[src/rtl/bcs_pkg.sv]
`default_nettype none
package bcs_pkg;

   localparam int COORD_WIDTH = 32;
   localparam int T_FRAC_BITS = 16;

   // split parameter, one integer bit so that 1.0 fits
   typedef logic [T_FRAC_BITS:0] tpar_type;
   typedef logic signed [COORD_WIDTH-1:0] coord_type;

   localparam tpar_type T_ONE = {1'b1, {T_FRAC_BITS{1'b0}}};

   // one curve as handed from the front to the back
   typedef struct packed {
      logic cubic;
      tpar_type t;
      coord_type [3:0][1:0] pts;    // [point][axis], axis 0 is x
   } item_type;

endpackage
`default_nettype wire

[src/rtl/bcs_front.sv]
`default_nettype none
module bcs_front import bcs_pkg::*; (
   input  wire logic       clock,
   input  wire logic       reset,
   input  wire logic       req_valid,
   output logic            req_ready,
   input  wire logic       req_curve_kind,
   input  wire tpar_type   req_t,
   input  wire coord_type  req_p0x,
   input  wire coord_type  req_p0y,
   input  wire coord_type  req_p1x,
   input  wire coord_type  req_p1y,
   input  wire coord_type  req_p2x,
   input  wire coord_type  req_p2y,
   input  wire coord_type  req_p3x,
   input  wire coord_type  req_p3y,
   output logic            q_valid,
   output item_type        q_item,
   input  wire logic       q_pop
);

   localparam int QDEPTH = 2;
   localparam int QPTR_W = $clog2(QDEPTH);
   localparam int QCNT_W = $clog2(QDEPTH + 1);

   item_type slot_ff [QDEPTH];
   logic [QPTR_W-1:0] wr_ff, wr_in;
   logic [QPTR_W-1:0] rd_ff, rd_in;
   logic [QCNT_W-1:0] count_ff, count_in;
   item_type new_item;
   logic push, pop;

   // classify: saturate t above one, pack the points
   always_comb begin
      new_item.cubic = req_curve_kind;
      new_item.t = (req_t > T_ONE) ? T_ONE : req_t;
      new_item.pts[0][0] = req_p0x;
      new_item.pts[0][1] = req_p0y;
      new_item.pts[1][0] = req_p1x;
      new_item.pts[1][1] = req_p1y;
      new_item.pts[2][0] = req_p2x;
      new_item.pts[2][1] = req_p2y;
      new_item.pts[3][0] = req_p3x;
      new_item.pts[3][1] = req_p3y;
   end

   assign req_ready = (count_ff != QCNT_W'(QDEPTH));
   assign q_valid = (count_ff != '0);
   assign q_item = slot_ff[rd_ff];
   assign push = req_valid && req_ready;
   assign pop = q_pop && q_valid;

   always_comb begin
      wr_in = push ? wr_ff + 1'b1 : wr_ff;
      rd_in = pop ? rd_ff + 1'b1 : rd_ff;
      count_in = count_ff;
      if (push && !pop) begin
         count_in = count_ff + 1'b1;
      end else if (pop && !push) begin
         count_in = count_ff - 1'b1;
      end
   end

   always_ff @(posedge clock) begin
      if (reset) begin
         wr_ff <= '0;
         rd_ff <= '0;
         count_ff <= '0;
      end else begin
         wr_ff <= wr_in;
         rd_ff <= rd_in;
         count_ff <= count_in;
      end
   end

   always_ff @(posedge clock) begin
      if (push) begin
         slot_ff[wr_ff] <= new_item;
      end
   end

endmodule
`default_nettype wire

[config.mk]
export PLATFORM = sky130hd
export DESIGN_NAME = bcs_front
export DESIGN_NICKNAME = d
export VERILOG_FILES = /design/src/rtl/bcs_pkg.sv /design/src/rtl/bcs_front.sv
export SDC_FILE = /design/constraint.sdc
export NUM_CORES = 1
export LEC_CHECK = 0
export BUFFER_PORTS_ARGS = -buffer_cell sky130_fd_sc_hd__buf_2
export CORE_AREA = 2 2 213 215
export CTS_BUF_LIST = sky130_fd_sc_hd__clkbuf_2 sky130_fd_sc_hd__clkbuf_4 sky130_fd_sc_hd__clkbuf_8
export DETAILED_ROUTE_END_ITERATION = 8
export DIE_AREA = 0 0 215 217
export GPL_TIMING_DRIVEN = 1
export PLACE_DENSITY = 0.72
export SETUP_SLACK_MARGIN = 0.4
export SYNTH_ARGS = -nofsm -noshare
export SYNTH_HDL_FRONTEND = slang
export SYNTH_SLANG_ARGS = --single-unit
[constraint.sdc]
create_clock -name clock -period 29.5 [get_ports clock]
set_clock_uncertainty 0.15 [all_clocks]
set_input_delay 8.85 -clock clock [delete_from_list [all_inputs] [get_ports clock]]
set_output_delay 8.85 -clock clock [all_outputs]
set_load 0.05 [all_outputs]
# == After elaboration in Yosys (flattened, before gate mapping) ==
# Memories as Yosys holds them, arrays and structs flattened. A register that Yosys moved wholly into a read port is not among the register bits.
# Index checks and enable logic that the tools add are counted.
# totals
word_cells,25
regBits,4
rom_bits,0
memories,1
latchBits,0
mem_bits_rw,548
# memory_table
name,depth,width,read_ports,rd_clocked_by_memory_dff,wr,line,text
slot_ff,2,274,1,1,1,bcs_front.sv:26,item_type slot_ff [QDEPTH];
# op_classes
add_sub_neg,4
div,0
multipliers,0
bitwise,0
n_shift,0
n_mux,7
n_lt_le_gt_ge,1
reduce_logical,8
eq_ne,1
# ops
cell,count
"17-bit > comparator, second input constant",1
17-bit two-way mux,1
1-bit logical AND,4
1-bit two-way mux,4
2-bit two-way mux,2
2-bit nonzero test,2
"1-bit adder, second input constant",2
"2-bit by 1-bit adder with 2-bit output, second input constant",1
1-bit zero test,2
"2-bit != test, second input constant",1
"2-bit by 1-bit subtractor with 2-bit output, second input constant",1

# == Depth between registers and ports, before layout ==
# depth
depth_word,6
ltp_mapped,6
ltp_nobuf,6

# == Worst setup path before layout ==
# No wires, ideal clock.
# synth_timing
kind,input to register
start,in req_valid
end,"mem slot_ff[1][0] (netlist name), enable pin"
setup_time_ns,0.672
n_path_buf,0
path_slack_ns,13.542
path_stages,1
t_arrival_ns,15.137
path_cell_list,and3_1
# synth_via
elab_chain_len,3
# synth_rtl
element,line,text
from (decl),bcs_front.sv:5,"input wire logic req_valid,"
1-bit logical AND,bcs_front.sv:50,assign push = req_valid && req_ready;
1-bit two-way mux,bcs_front.sv:77,if (push) begin
1-bit two-way mux (implied by the code),bcs_front.sv:78,slot_ff[wr_ff] <= new_item;
to (decl),bcs_front.sv:26,
# Every way passes these cells.

==> reports/metrics.csv <==
metric;value;unit
status;finished clean;
Clock transition at path regs;0.06;ns
share of the synthesized area in the top cell type;81.53;%
Detailed Routing Iterations Pass 1;7;
setup_tns;0;ns
grt ovf;0;
number of enable flip-flop cells after synthesis;548;
Row Count;78;
Slowest-stage cell, CP;dfxtp_4;
Synth Cell Area;0.02018;sq mm
die area;0.04666;sq mm
Initial Util;45.16;%
top cells by area, synth;edfxtp_1 82%, mux2_2 15%, buf_4 0.97%;
CP bufs+invs;2;
PD cells;99.29;mW/mm^2
Warnings, synthesis;0;
I/O pins;554;
total chip power;2.519;mW
HPWL Detailed;28.49;mm
Critical Path Stages;3;
drt drc;0;
core box area;0.04470;sq mm
Hold Path Class;reg2reg;
r2r setup slk;25.98;ns
vias;10710;
fin crit share;41.36;%
reg2reg start;count_ff[0]$_SDFFE_PP0P_;
Fmax;0.08195;GHz
max incr delay on CP;1.00;ns
syn nets;1178;
Layout area overhead;25.70;%
count leader, synth;edfxtp_1;
cells along the critical path;buf_4 > mux2_2 > buf_2;
Final Setup Violations;0;
Sink Count;553;
wire per inst;19.71;microns
Seq/Total Area, Yosys;82.02;%
maximum vdd ir drop;0.00007660;V
CTS tree;built;
worst-margin pin slew;1.079;ns
worst hold path cell count;2;
crit end category;primary output;
CTS-repair resized insts;0;
Placed Area;0.02358;sq mm
Post-DRT Antenna Nets;0;
# Max-Cap Violations;0;
CP Class;reg2out;
largest net degree at the start of global routing;142;
final wirelength;43.38;mm
vias in the first global route;11230;
worst-path fanout max;73;
Setup Buffers After CTS;0;
hold_sp;rd_ff$_SDFFE_PP0P_;
final instance area;0.02537;sq mm
violation count after the first detailed-route iteration;700;
Syn Area/Cell;22.45;sq um
Worst R2R End;slot_ff[0][157]$_DFFE_PP_;
Crit path max-delay family;flip-flops;
Async S/R FF share, synth;0;%
Die W;215;microns
CP arrival;3.20;ns
total CTS buffers;90;
Critical Path RT;20.50;ns
Hold Vio Cnt, Final;0;
hold-fix buffers at CTS;0;
Commonest cells post-synth;548 x edfxtp_1, 274 x mux2_2, 26 x buf_4;
Final #Nets;1799;
static leakage;9.425;nW
cell taking the most area after synthesis;edfxtp_1;
Overall Global Routing Usage;17.90;%
Yosys reg bits;553;
Clock H-tree levels;3;
Final Wtd Congestion;0.8123;
worst skew pair latency;0.65;ns
I/O Buffers;553;
RSZ-0062 raised after global routing;no;
Die Span Y;217;microns
clk buf depth;3;
first-pass GRT wire length;62.63;mm
Post-Syn Instances;899;
path depth of the worst reg2reg path;5;
Top FF cell, synth;edfxtp_1;
max-slew violation count;0;
initial antenna violation count;15;
Yosys cell types;24;
Clock Tree Root;clkbuf_8;
share of cells above drive strength 1;61.56;%
Rel. slew slack;28.04;%
vias per cell;4.866;
startpoint types;register;
post-route minimum period;12.20;ns
==> worst min-delay path, stage by stage (launching register included) <==
cell and delay (ns):
dfxtp_1 0.34, xor2_1 0.09, nor2_1 0.08
==> flip-flops by register name, indices dropped and copies added, names as in the netlist, named ones only <==
| name | count |
|---|---|
| count_ff | 2 |
| rd_ff | 1 |
| slot_ff | 548 |
| wr_ff | 1 |
==> metal layers <==
metal | GRT usage, % | share of wire (%) | vias to the layer above
met2 | 30.90 | 51 | 456
met1 | 19.32 | 37 | 5264
met3 | 7.002 | 9.1 | 102
met4 | 8.713 | 3.2 | 14
met5 | 0 | 0.23 | -
li1 | - | - | 4875
==> worst max-delay path by stage <==
stage               from                   endpoint  slack, ns
3_3_place_gp   req_valid  slot_ff[0][158]$_DFFE_PP_      17.73
6_report        register                q_item[147]      17.30
5_1_grt         register                q_item[133]      17.09
4_1_cts         register                q_item[136]      17.20
3_5_place_dp   req_valid  slot_ff[0][158]$_DFFE_PP_      17.69
2_1_floorplan  req_valid    slot_ff[1][0]$_DFFE_PP_      13.54
==> report_power, final <==
group	internal [mW]	total [mW]	leakage (nW)	switching, mW
Clock	0.357	0.647	0.928	0.290
Combinational	0.225	0.855	3.33	0.630
Sequential	0.983	1.02	5.17	0.0349
Total	1.56	2.52	9.43	0.954
==> cells by family after synthesis <==
logic type / share of synthesized area [%]
fa+ha+maj: 0.06198
compound gates: 0.2852
buf+inv: 1.122
mux: 15.29
simple gates: 1.091
xor+xnor: 0.1302
flops: 82.02
==> layout make-up <==
| cell class | instances | area, sq um |
|---|---|---|
| antenna | 9 | 22.52 |
| clock buffer | 114 | 1450 |
| clock inverter | 50 | 321.6 |
| fill | 3499 | 19330 |
| inverter | 2 | 15.01 |
| multi-input combinational | 313 | 3407 |
| sequential | 553 | 16560 |
| tap | 600 | 750.7 |
| timing repair buffer | 560 | 2845 |
==> cells in the final DEF (no fill, tap or decap), types with 5 or more instances in the layout <==
| master | netlist | final |
|---|---|---|
| buf_2 | 4 | 553 |
| buf_4 | 26 | 5 |
| clkbuf_4 | 0 | 19 |
| clkbuf_8 | 0 | 95 |
| clkinv_1 | 0 | 29 |
| clkinv_2 | 0 | 14 |
| diode_2 | 0 | 9 |
| edfxtp_1 | 548 | 548 |
| mux2_2 | 274 | 274 |
| nor2b_1 | 15 | 15 |
==> stage by stage <==
stage                     worst slack [ns]  hold WS [ns]  instances  util (%)
after floorplan                      13.54        0.3205        899         -
after global placement               17.73        0.3356       2028     52.75
after detailed placement             17.69        0.3660       2028     52.75
after CTS                            17.20        0.3804       2192     56.71
after global routing                 17.09        0.4218       2200     56.76
final                                17.30        0.3902       2201     56.76
No activity file was read; power rests on OpenSTA's default activity.
